## src/design/chacha_pkg.sv

```systemverilog
// Package: types, constants and round helpers for the ChaCha stream cipher.
package chacha_pkg;

    localparam int unsigned CFG_INDEX_W = 3;
    localparam int unsigned CFG_DATA_W  = 64;

    localparam logic [CFG_INDEX_W-1:0] REG_KEY_A         = 3'd0;
    localparam logic [CFG_INDEX_W-1:0] REG_KEY_B         = 3'd1;
    localparam logic [CFG_INDEX_W-1:0] REG_KEY_C         = 3'd2;
    localparam logic [CFG_INDEX_W-1:0] REG_KEY_D         = 3'd3;
    localparam logic [CFG_INDEX_W-1:0] REG_NONCE_LOW     = 3'd4;
    localparam logic [CFG_INDEX_W-1:0] REG_NONCE_HIGH    = 3'd5;
    localparam logic [CFG_INDEX_W-1:0] REG_START_COUNTER = 3'd6;
    localparam logic [CFG_INDEX_W-1:0] REG_ROUND_COUNT   = 3'd7;

    localparam logic [5:0] ROUND_COUNT_RESET = 6'd20;

    localparam logic [3:0][31:0] SIGMA = {
        32'h6b206574, 32'h79622d32, 32'h3320646e, 32'h61707865
    };

    typedef logic [3:0][31:0] row_t;

    typedef struct packed {
        logic [7:0] data_byte;
        logic       message_end;
    } in_word_t;

    typedef struct packed {
        logic [7:0]  result_byte;
        logic [31:0] next_counter;
        logic        result_end;
    } out_word_t;

    typedef enum logic [2:0] {
        ST_IDLE,
        ST_LOAD,
        ST_ROUND,
        ST_FEED,
        ST_OUT
    } state_t;

    // Half a quarter round on (a, b, c, d); second selects the 8/7 rotations.
    function automatic row_t qr_half(input row_t q, input logic second);
        logic [31:0] a1;
        logic [31:0] dx;
        logic [31:0] d1;
        logic [31:0] c1;
        logic [31:0] bx;
        logic [31:0] b1;
        row_t        r;
        a1 = q[0] + q[1];
        dx = q[3] ^ a1;
        d1 = second ? {dx[23:0], dx[31:24]} : {dx[15:0], dx[31:16]};
        c1 = q[2] + d1;
        bx = q[1] ^ c1;
        b1 = second ? {bx[24:0], bx[31:25]} : {bx[19:0], bx[31:20]};
        r[0] = a1;
        r[1] = b1;
        r[2] = c1;
        r[3] = d1;
        return r;
    endfunction

    // Rotate a row of four words left by amt word positions.
    function automatic row_t rot_row(input row_t row, input logic [1:0] amt);
        row_t r;
        for (int j = 0; j < 4; j++)
        begin
            r[j] = row[2'(j) + amt];
        end
        return r;
    endfunction

endpackage

```

## src/design/chacha_stream_cipher.sv

```systemverilog
// ChaCha20 (IETF layout) byte stream cipher with one shared half-quarter-round unit.
//
// Each accepted word carries one message byte and is answered with one result word:
// the byte XORed with keystream, the block counter the next byte would use, and the
// message end flag. The 4x4 word state sits in rows that rotate past a single
// half-quarter-round unit in column 0, so the round loop runs one half quarter round
// per cycle. The first byte of a message and every 64th byte after it need a new
// keystream block: a load step, floor(round_count/2) double rounds and a feed-forward
// pass of one word per cycle; every byte also passes an accept and an output step.
// The block takes no new byte while a byte is in work; a finished result waits in an
// output register while the next byte is accepted. Configuration writes are taken at
// any time and should be made only between bytes.
module chacha_stream_cipher
(
    input  logic                                  clk,
    input  logic                                  rst_n,

    input  logic                                  data_valid,
    output logic                                  data_ready,
    input  chacha_pkg::in_word_t                  data,

    output logic                                  result_valid,
    input  logic                                  result_ready,
    output chacha_pkg::out_word_t                 result,

    input  logic                                  cfg_valid,
    output logic                                  cfg_ready,
    input  logic [chacha_pkg::CFG_INDEX_W-1:0]    cfg_index,
    input  logic [chacha_pkg::CFG_DATA_W-1:0]     cfg_data
);

    // configuration
    logic [63:0] key_a_reg, key_b_reg, key_c_reg, key_d_reg, nonce_low_reg;
    logic [31:0] nonce_high_reg, start_counter_reg;
    logic [5:0]  round_count_reg;

    // control
    chacha_pkg::state_t state_reg, state_next;
    logic        half_reg, half_next;
    logic [1:0]  col_reg, col_next;
    logic        diag_reg, diag_next;
    logic [4:0]  dr_reg, dr_next;
    logic [3:0]  k_reg, k_next;
    logic [5:0]  pos_reg, pos_next;
    logic [31:0] counter_reg, counter_next;
    logic        block_ready_reg, block_ready_next;
    logic        at_start_reg, at_start_next;
    logic        out_valid_reg, out_valid_next;

    // payload
    chacha_pkg::row_t      st_reg [4];
    chacha_pkg::row_t      st_next [4];
    logic [31:0]           ks_reg [16];
    chacha_pkg::in_word_t  in_reg;
    chacha_pkg::out_word_t out_reg, out_next;

    logic              accept;
    logic              out_free;
    logic              last_step;
    logic [31:0]       init_w [16];
    chacha_pkg::row_t  col_in;
    chacha_pkg::row_t  col_out;
    logic [31:0]       feed_word;
    logic [31:0]       ks_word;
    logic [7:0]        ks_byte;
    logic [31:0]       counter_after;

    assign cfg_ready    = 1'b1;
    assign data_ready   = (state_reg == chacha_pkg::ST_IDLE);
    assign accept       = data_valid && data_ready;
    assign result_valid = out_valid_reg;
    assign result       = out_reg;
    assign out_free     = !out_valid_reg || result_ready;
    assign last_step    = half_reg && (col_reg == 2'd3) && diag_reg;

    always_comb
    begin
        for (int i = 0; i < 4; i++)
        begin
            init_w[i] = chacha_pkg::SIGMA[i];
        end
        init_w[4]  = key_a_reg[31:0];
        init_w[5]  = key_a_reg[63:32];
        init_w[6]  = key_b_reg[31:0];
        init_w[7]  = key_b_reg[63:32];
        init_w[8]  = key_c_reg[31:0];
        init_w[9]  = key_c_reg[63:32];
        init_w[10] = key_d_reg[31:0];
        init_w[11] = key_d_reg[63:32];
        init_w[12] = counter_reg;
        init_w[13] = nonce_low_reg[31:0];
        init_w[14] = nonce_low_reg[63:32];
        init_w[15] = nonce_high_reg;
    end

    always_comb
    begin
        for (int i = 0; i < 4; i++)
        begin
            col_in[i] = st_reg[i][0];
        end
    end

    assign col_out   = chacha_pkg::qr_half(col_in, half_reg);
    assign feed_word = st_reg[k_reg[3:2]][k_reg[1:0]] + init_w[k_reg];
    assign ks_word   = ks_reg[pos_reg[5:2]];
    assign ks_byte   = ks_word[8*pos_reg[1:0] +: 8];
    assign counter_after = (pos_reg == 6'd63) ? counter_reg + 32'd1 : counter_reg;

    // next state
    always_comb
    begin
        state_next = state_reg;
        unique case (state_reg)
            chacha_pkg::ST_IDLE:
            begin
                if (accept)
                begin
                    state_next = (at_start_reg || !block_ready_reg) ?
                                 chacha_pkg::ST_LOAD : chacha_pkg::ST_OUT;
                end
            end
            chacha_pkg::ST_LOAD:
            begin
                state_next = (round_count_reg[5:1] == 5'd0) ?
                             chacha_pkg::ST_FEED : chacha_pkg::ST_ROUND;
            end
            chacha_pkg::ST_ROUND:
            begin
                if (last_step && (dr_reg == 5'd1))
                begin
                    state_next = chacha_pkg::ST_FEED;
                end
            end
            chacha_pkg::ST_FEED:
            begin
                if (k_reg == 4'd15)
                begin
                    state_next = chacha_pkg::ST_OUT;
                end
            end
            chacha_pkg::ST_OUT:
            begin
                if (out_free)
                begin
                    state_next = chacha_pkg::ST_IDLE;
                end
            end
            default:
            begin
                state_next = chacha_pkg::ST_IDLE;
            end
        endcase
    end

    // datapath and counters
    always_comb
    begin
        logic [1:0] amt;
        amt              = 2'd0;
        half_next        = half_reg;
        col_next         = col_reg;
        diag_next        = diag_reg;
        dr_next          = dr_reg;
        k_next           = k_reg;
        pos_next         = pos_reg;
        counter_next     = counter_reg;
        block_ready_next = block_ready_reg;
        at_start_next    = at_start_reg;
        out_next         = out_reg;
        out_valid_next   = out_valid_reg && !result_ready;
        for (int i = 0; i < 4; i++)
        begin
            st_next[i] = st_reg[i];
        end

        unique case (state_reg)
            chacha_pkg::ST_IDLE:
            begin
                if (accept && at_start_reg)
                begin
                    counter_next     = start_counter_reg;
                    pos_next         = 6'd0;
                    block_ready_next = 1'b0;
                    at_start_next    = 1'b0;
                end
            end
            chacha_pkg::ST_LOAD:
            begin
                for (int i = 0; i < 4; i++)
                begin
                    for (int j = 0; j < 4; j++)
                    begin
                        st_next[i][j] = init_w[4*i + j];
                    end
                end
                half_next = 1'b0;
                col_next  = 2'd0;
                diag_next = 1'b0;
                dr_next   = round_count_reg[5:1];
                k_next    = 4'd0;
            end
            chacha_pkg::ST_ROUND:
            begin
                for (int i = 0; i < 4; i++)
                begin
                    st_next[i][0] = col_out[i];
                end
                if (half_reg)
                begin
                    for (int i = 0; i < 4; i++)
                    begin
                        if (col_reg != 2'd3)
                        begin
                            amt = 2'd1;
                        end
                        else if (!diag_reg)
                        begin
                            amt = 2'(i + 1);
                        end
                        else
                        begin
                            amt = 2'(1 - i);
                        end
                        st_next[i] = chacha_pkg::rot_row(st_next[i], amt);
                    end
                    col_next = col_reg + 2'd1;
                    if (col_reg == 2'd3)
                    begin
                        diag_next = !diag_reg;
                        if (diag_reg)
                        begin
                            dr_next = dr_reg - 5'd1;
                        end
                    end
                end
                half_next = !half_reg;
            end
            chacha_pkg::ST_FEED:
            begin
                k_next = k_reg + 4'd1;
                if (k_reg == 4'd15)
                begin
                    block_ready_next = 1'b1;
                end
            end
            chacha_pkg::ST_OUT:
            begin
                if (out_free)
                begin
                    out_next.result_byte  = in_reg.data_byte ^ ks_byte;
                    out_next.next_counter = counter_after;
                    out_next.result_end   = in_reg.message_end;
                    out_valid_next        = 1'b1;
                    pos_next              = pos_reg + 6'd1;
                    counter_next          = counter_after;
                    if (pos_reg == 6'd63)
                    begin
                        block_ready_next = 1'b0;
                    end
                    if (in_reg.message_end)
                    begin
                        at_start_next = 1'b1;
                    end
                end
            end
            default:
            begin
                out_valid_next = out_valid_reg;
            end
        endcase
    end

    always_ff @(posedge clk or negedge rst_n)
    begin
        if (!rst_n)
        begin
            key_a_reg         <= '0;
            key_b_reg         <= '0;
            key_c_reg         <= '0;
            key_d_reg         <= '0;
            nonce_low_reg     <= '0;
            nonce_high_reg    <= '0;
            start_counter_reg <= '0;
            round_count_reg   <= chacha_pkg::ROUND_COUNT_RESET;
            state_reg         <= chacha_pkg::ST_IDLE;
            half_reg          <= 1'b0;
            col_reg           <= '0;
            diag_reg          <= 1'b0;
            dr_reg            <= '0;
            k_reg             <= '0;
            pos_reg           <= '0;
            counter_reg       <= '0;
            block_ready_reg   <= 1'b0;
            at_start_reg      <= 1'b1;
            out_valid_reg     <= 1'b0;
        end
        else
        begin
            if (cfg_valid && cfg_ready)
            begin
                unique case (cfg_index)
                    chacha_pkg::REG_KEY_A:         key_a_reg         <= cfg_data;
                    chacha_pkg::REG_KEY_B:         key_b_reg         <= cfg_data;
                    chacha_pkg::REG_KEY_C:         key_c_reg         <= cfg_data;
                    chacha_pkg::REG_KEY_D:         key_d_reg         <= cfg_data;
                    chacha_pkg::REG_NONCE_LOW:     nonce_low_reg     <= cfg_data;
                    chacha_pkg::REG_NONCE_HIGH:    nonce_high_reg    <= cfg_data[31:0];
                    chacha_pkg::REG_START_COUNTER: start_counter_reg <= cfg_data[31:0];
                    chacha_pkg::REG_ROUND_COUNT:   round_count_reg   <= cfg_data[5:0];
                    default:                       round_count_reg   <= round_count_reg;
                endcase
            end
            state_reg       <= state_next;
            half_reg        <= half_next;
            col_reg         <= col_next;
            diag_reg        <= diag_next;
            dr_reg          <= dr_next;
            k_reg           <= k_next;
            pos_reg         <= pos_next;
            counter_reg     <= counter_next;
            block_ready_reg <= block_ready_next;
            at_start_reg    <= at_start_next;
            out_valid_reg   <= out_valid_next;
        end
    end

    always_ff @(posedge clk)
    begin
        if (accept)
        begin
            in_reg <= data;
        end
        for (int i = 0; i < 4; i++)
        begin
            st_reg[i] <= st_next[i];
        end
        if (state_reg == chacha_pkg::ST_FEED)
        begin
            ks_reg[k_reg] <= feed_word;
        end
        out_reg <= out_next;
    end

endmodule

```

## config.mk

```make
export PLATFORM = sky130hd
export DESIGN_NAME = chacha_stream_cipher
export DESIGN_NICKNAME = d
export VERILOG_FILES = /design/src/design/chacha_pkg.sv /design/src/design/chacha_stream_cipher.sv
export SDC_FILE = /design/constraint.sdc
export NUM_CORES = 2
export LEC_CHECK = 0
export BUFFER_PORTS_ARGS = -buffer_cell sky130_fd_sc_hd__buf_2
export CAP_MARGIN = 10
export CORE_UTILIZATION = 35
export CTS_BUF_LIST = sky130_fd_sc_hd__clkbuf_8
export CTS_CLUSTER_SIZE = 25
export DETAILED_ROUTE_END_ITERATION = 12
export PLACE_DENSITY = 0.51
export SYNTH_ARGS = -nofsm -noshare
export SYNTH_HDL_FRONTEND = slang
export SYNTH_SLANG_ARGS = --single-unit
```

## constraint.sdc

```tcl
create_clock -name clk -period 58.2 [get_ports clk]
set_input_delay 5.82 -clock clk [delete_from_list [all_inputs] [get_ports clk]]
set_output_delay 5.82 -clock clk [all_outputs]
set_load 0.05 [all_outputs]
```

==> qor.yml <==
run_status:
  status: "complete, but fails checks"
  violations: "design-rule violations"
worst_hold_path:
  min_path_type: "reg2reg"
die:
  dieWidth_um: 478
  io_pins: 125
  die-area_um2: 229000
  start_util: 0.352
  num_rows: 174
  core_um2: 225000
  fp.dieH_um: 478
grt:
  grt_max_degree: 152
  grtUsageMet3: 0.0511
  grt_use_met2: 0.400
  track_usage: 0.261
  gr-max-usage-layer: "met2"
  antenna_found_initial: 35
  grt_pass1_wl_mm: 427
  grt_pass1_vias: 54600
  overflow: 0
  gr-usage-met1: 0.355
clocking:
  hold_buffers: 0
  cts_tree: "built"
  cts_root_buffer: "clkbuf_8"
  cts_setup_buffers: 0
  path_clk_slew_ns: 0.06
  clockBufferDepth: 4
  h-tree-depth: 5
  cts_sinks: 1520
  insertion_delay_ns: 1.08
  numCtsBuffers: 295
  post_cts_resized: 0
timing:
  max_freq_mhz: 110
  rsz0062_at_grt: "false"
  finalSetupViolCount: 0
  worst_slew_pin_slew_ns: 1.23
  finalSetupTns_ns: 0
  relSlewSlack: 0.179
  skew_ns: 0.112
  hold_violations: 0
  slew_violations: 0
  period_share: 0.156
  period_minus_slack_ns: 9.08
worst_setup_path:
  end_kind: "register"
  slowest_stage: "xor2_1"
  cp_num_buf_inv: 1
  arrival_ns: 9.82
  worst-setup-path-type: "reg2reg"
  max_stage_delay_ns: 0.90
  cp_max_fo: 6
  worstPathRequired_ns: 58.95
  crit_family: "compound AO/OA/AOI/OAI gates"
  critPathLaunchType: "register"
detailed_routing:
  wl_mm: 303
  routed_via_density: 5.99
  firstDrtPassIters: 12
  vias: 56400
  drt_iter0_markers: 6484
  wl_per_cell_um: 32.2
  drc: 2
  ant_nets: 0
yosys:
  ys_async_sr_fraction: 0.293
  synthDistinctLibCells: 112
  yosysTopAreaCellShare: 0.407
  synth_top_family_by_area: "multiplexers"
  yosysTopAreaCell: "edfxtp_1"
  synthAdderAreaFrac: 0.0179
  synth_edf_count: 1074
  synthCells: 6033
  synth_area_per_cell_um2: 13.1
  mappedNetlistArea_um2: 79300
  synth_area_leaders: "edfxtp_1 41%, dfrtp_1 14%, mux4_2 12%, mux2_2 6.0%, mux2i_1 3.8%"
  syn_nets: 6226
  ys_ff_latch: 1520
  synth_most_common_cell: "edfxtp_1"
  synthXorXnorAreaFrac: 0.0237
  ys_seq_area_frac: 0.547
  synth_ff_type: "edfxtp_1"
  synthTopCellsByCount: "1074 x edfxtp_1, 610 x nand2_1, 443 x dfrtp_1"
  synthSimpleGateAreaFrac: 0.0718
  ys_warn_count: 0
  synthMuxAreaShare: 0.220
  synth_compound_area_frac: 0.0941
final_layout:
  areaGrowthSynthToFinish_pct: 12.6
  nFillCells: 21400
  stdcell_count: 9414
  final_core_util: 0.397
  num-nets-final: 6389
  drive_gt1_frac: 0.257
placed_design:
  place_congestion: 0.979
  port-buffer-count: 123
  post-dp-hpwl_mm: 200
  dp.cells: 8889
run:
  cap_violations: 0
## path summary, 6_finish.rpt
check / to / start / slack (ns) / depth (start not counted)
max in group asynchronous: k_reg[2]$_DFFE_PN0P_ / rst_n / 50.58 / 4
min in group asynchronous: key_a_reg[56]$_DFFE_PN0P_ / rst_n / 4.73 / 1
worst max register to register: st_reg[1][101]$_DFFE_PP_ / st_reg[1][0]$_DFFE_PP_ / 49.12 / 25
worst max-delay path: st_reg[1][101]$_DFFE_PP_ / st_reg[1][0]$_DFFE_PP_ / 49.12 / 25
worst min-delay path: result[0]$_DFFE_PP_ / in_reg[0]$_DFFE_PP_ / 0.46 / 0
worst min register to register: result[0]$_DFFE_PP_ / in_reg[0]$_DFFE_PP_ / 0.46 / 0
## layout make-up
cell class,count,area (µm²),share of cell area
multi-input combinational,4021,34300,0.384
sequential,1520,43400,0.486
clock inverter,170,890,0.00996
inverter,52,210,0.00235
timing repair buffer,306,2090,0.0234
clock buffer,337,4640,0.0519
antenna,16,40.0,0.000448
tap,2992,3740,0.0419
## through the flow
stage	instance area [µm²]	hold WS [ns]	setup slack, ns
final	89300	0.459	49.12
after detailed placement	83700	0.444	49.36
after global routing	89300	0.469	49.08
after global placement	83700	0.442	49.33
after floorplan	79300	0.426	35.55
after CTS	89300	0.459	49.31
## cell families after synthesis
family                   Yosys count
buffers and inverters            492
adder cells (fa/ha/maj)          112
AO/OA/AOI/OAI                   1234
other                              1
AND/OR/NAND/NOR                 1322
XOR/XNOR                         197
multiplexers                    1155
flip-flops                      1520
## per-layer routing
layer | share of wire | vias up
met2 | 0.45 | 2857
met5 | 0.00038 | -
met1 | 0.41 | 29400
li1 | - | 23500
met4 | 0.049 | 18
met3 | 0.085 | 614
## cells in the final DEF, fill, tap and decap left out, types with 74 or more instances in the layout
cell	instances
edfxtp_1	1074
nand2_1	605
dfrtp_1	433
mux4_2	431
mux2_2	421
o21ai_0	420
a21oi_1	408
nor2_1	383
clkbuf_8	337
mux2i_1	302
buf_4	176
inv_1	145
buf_2	122
ha_1	108
xnor2_1	97
xor2_1	77
and3_1	74
Power is not shown: default switching activity piles up to over one toggle a cycle in this logic, so the estimate is an artifact.
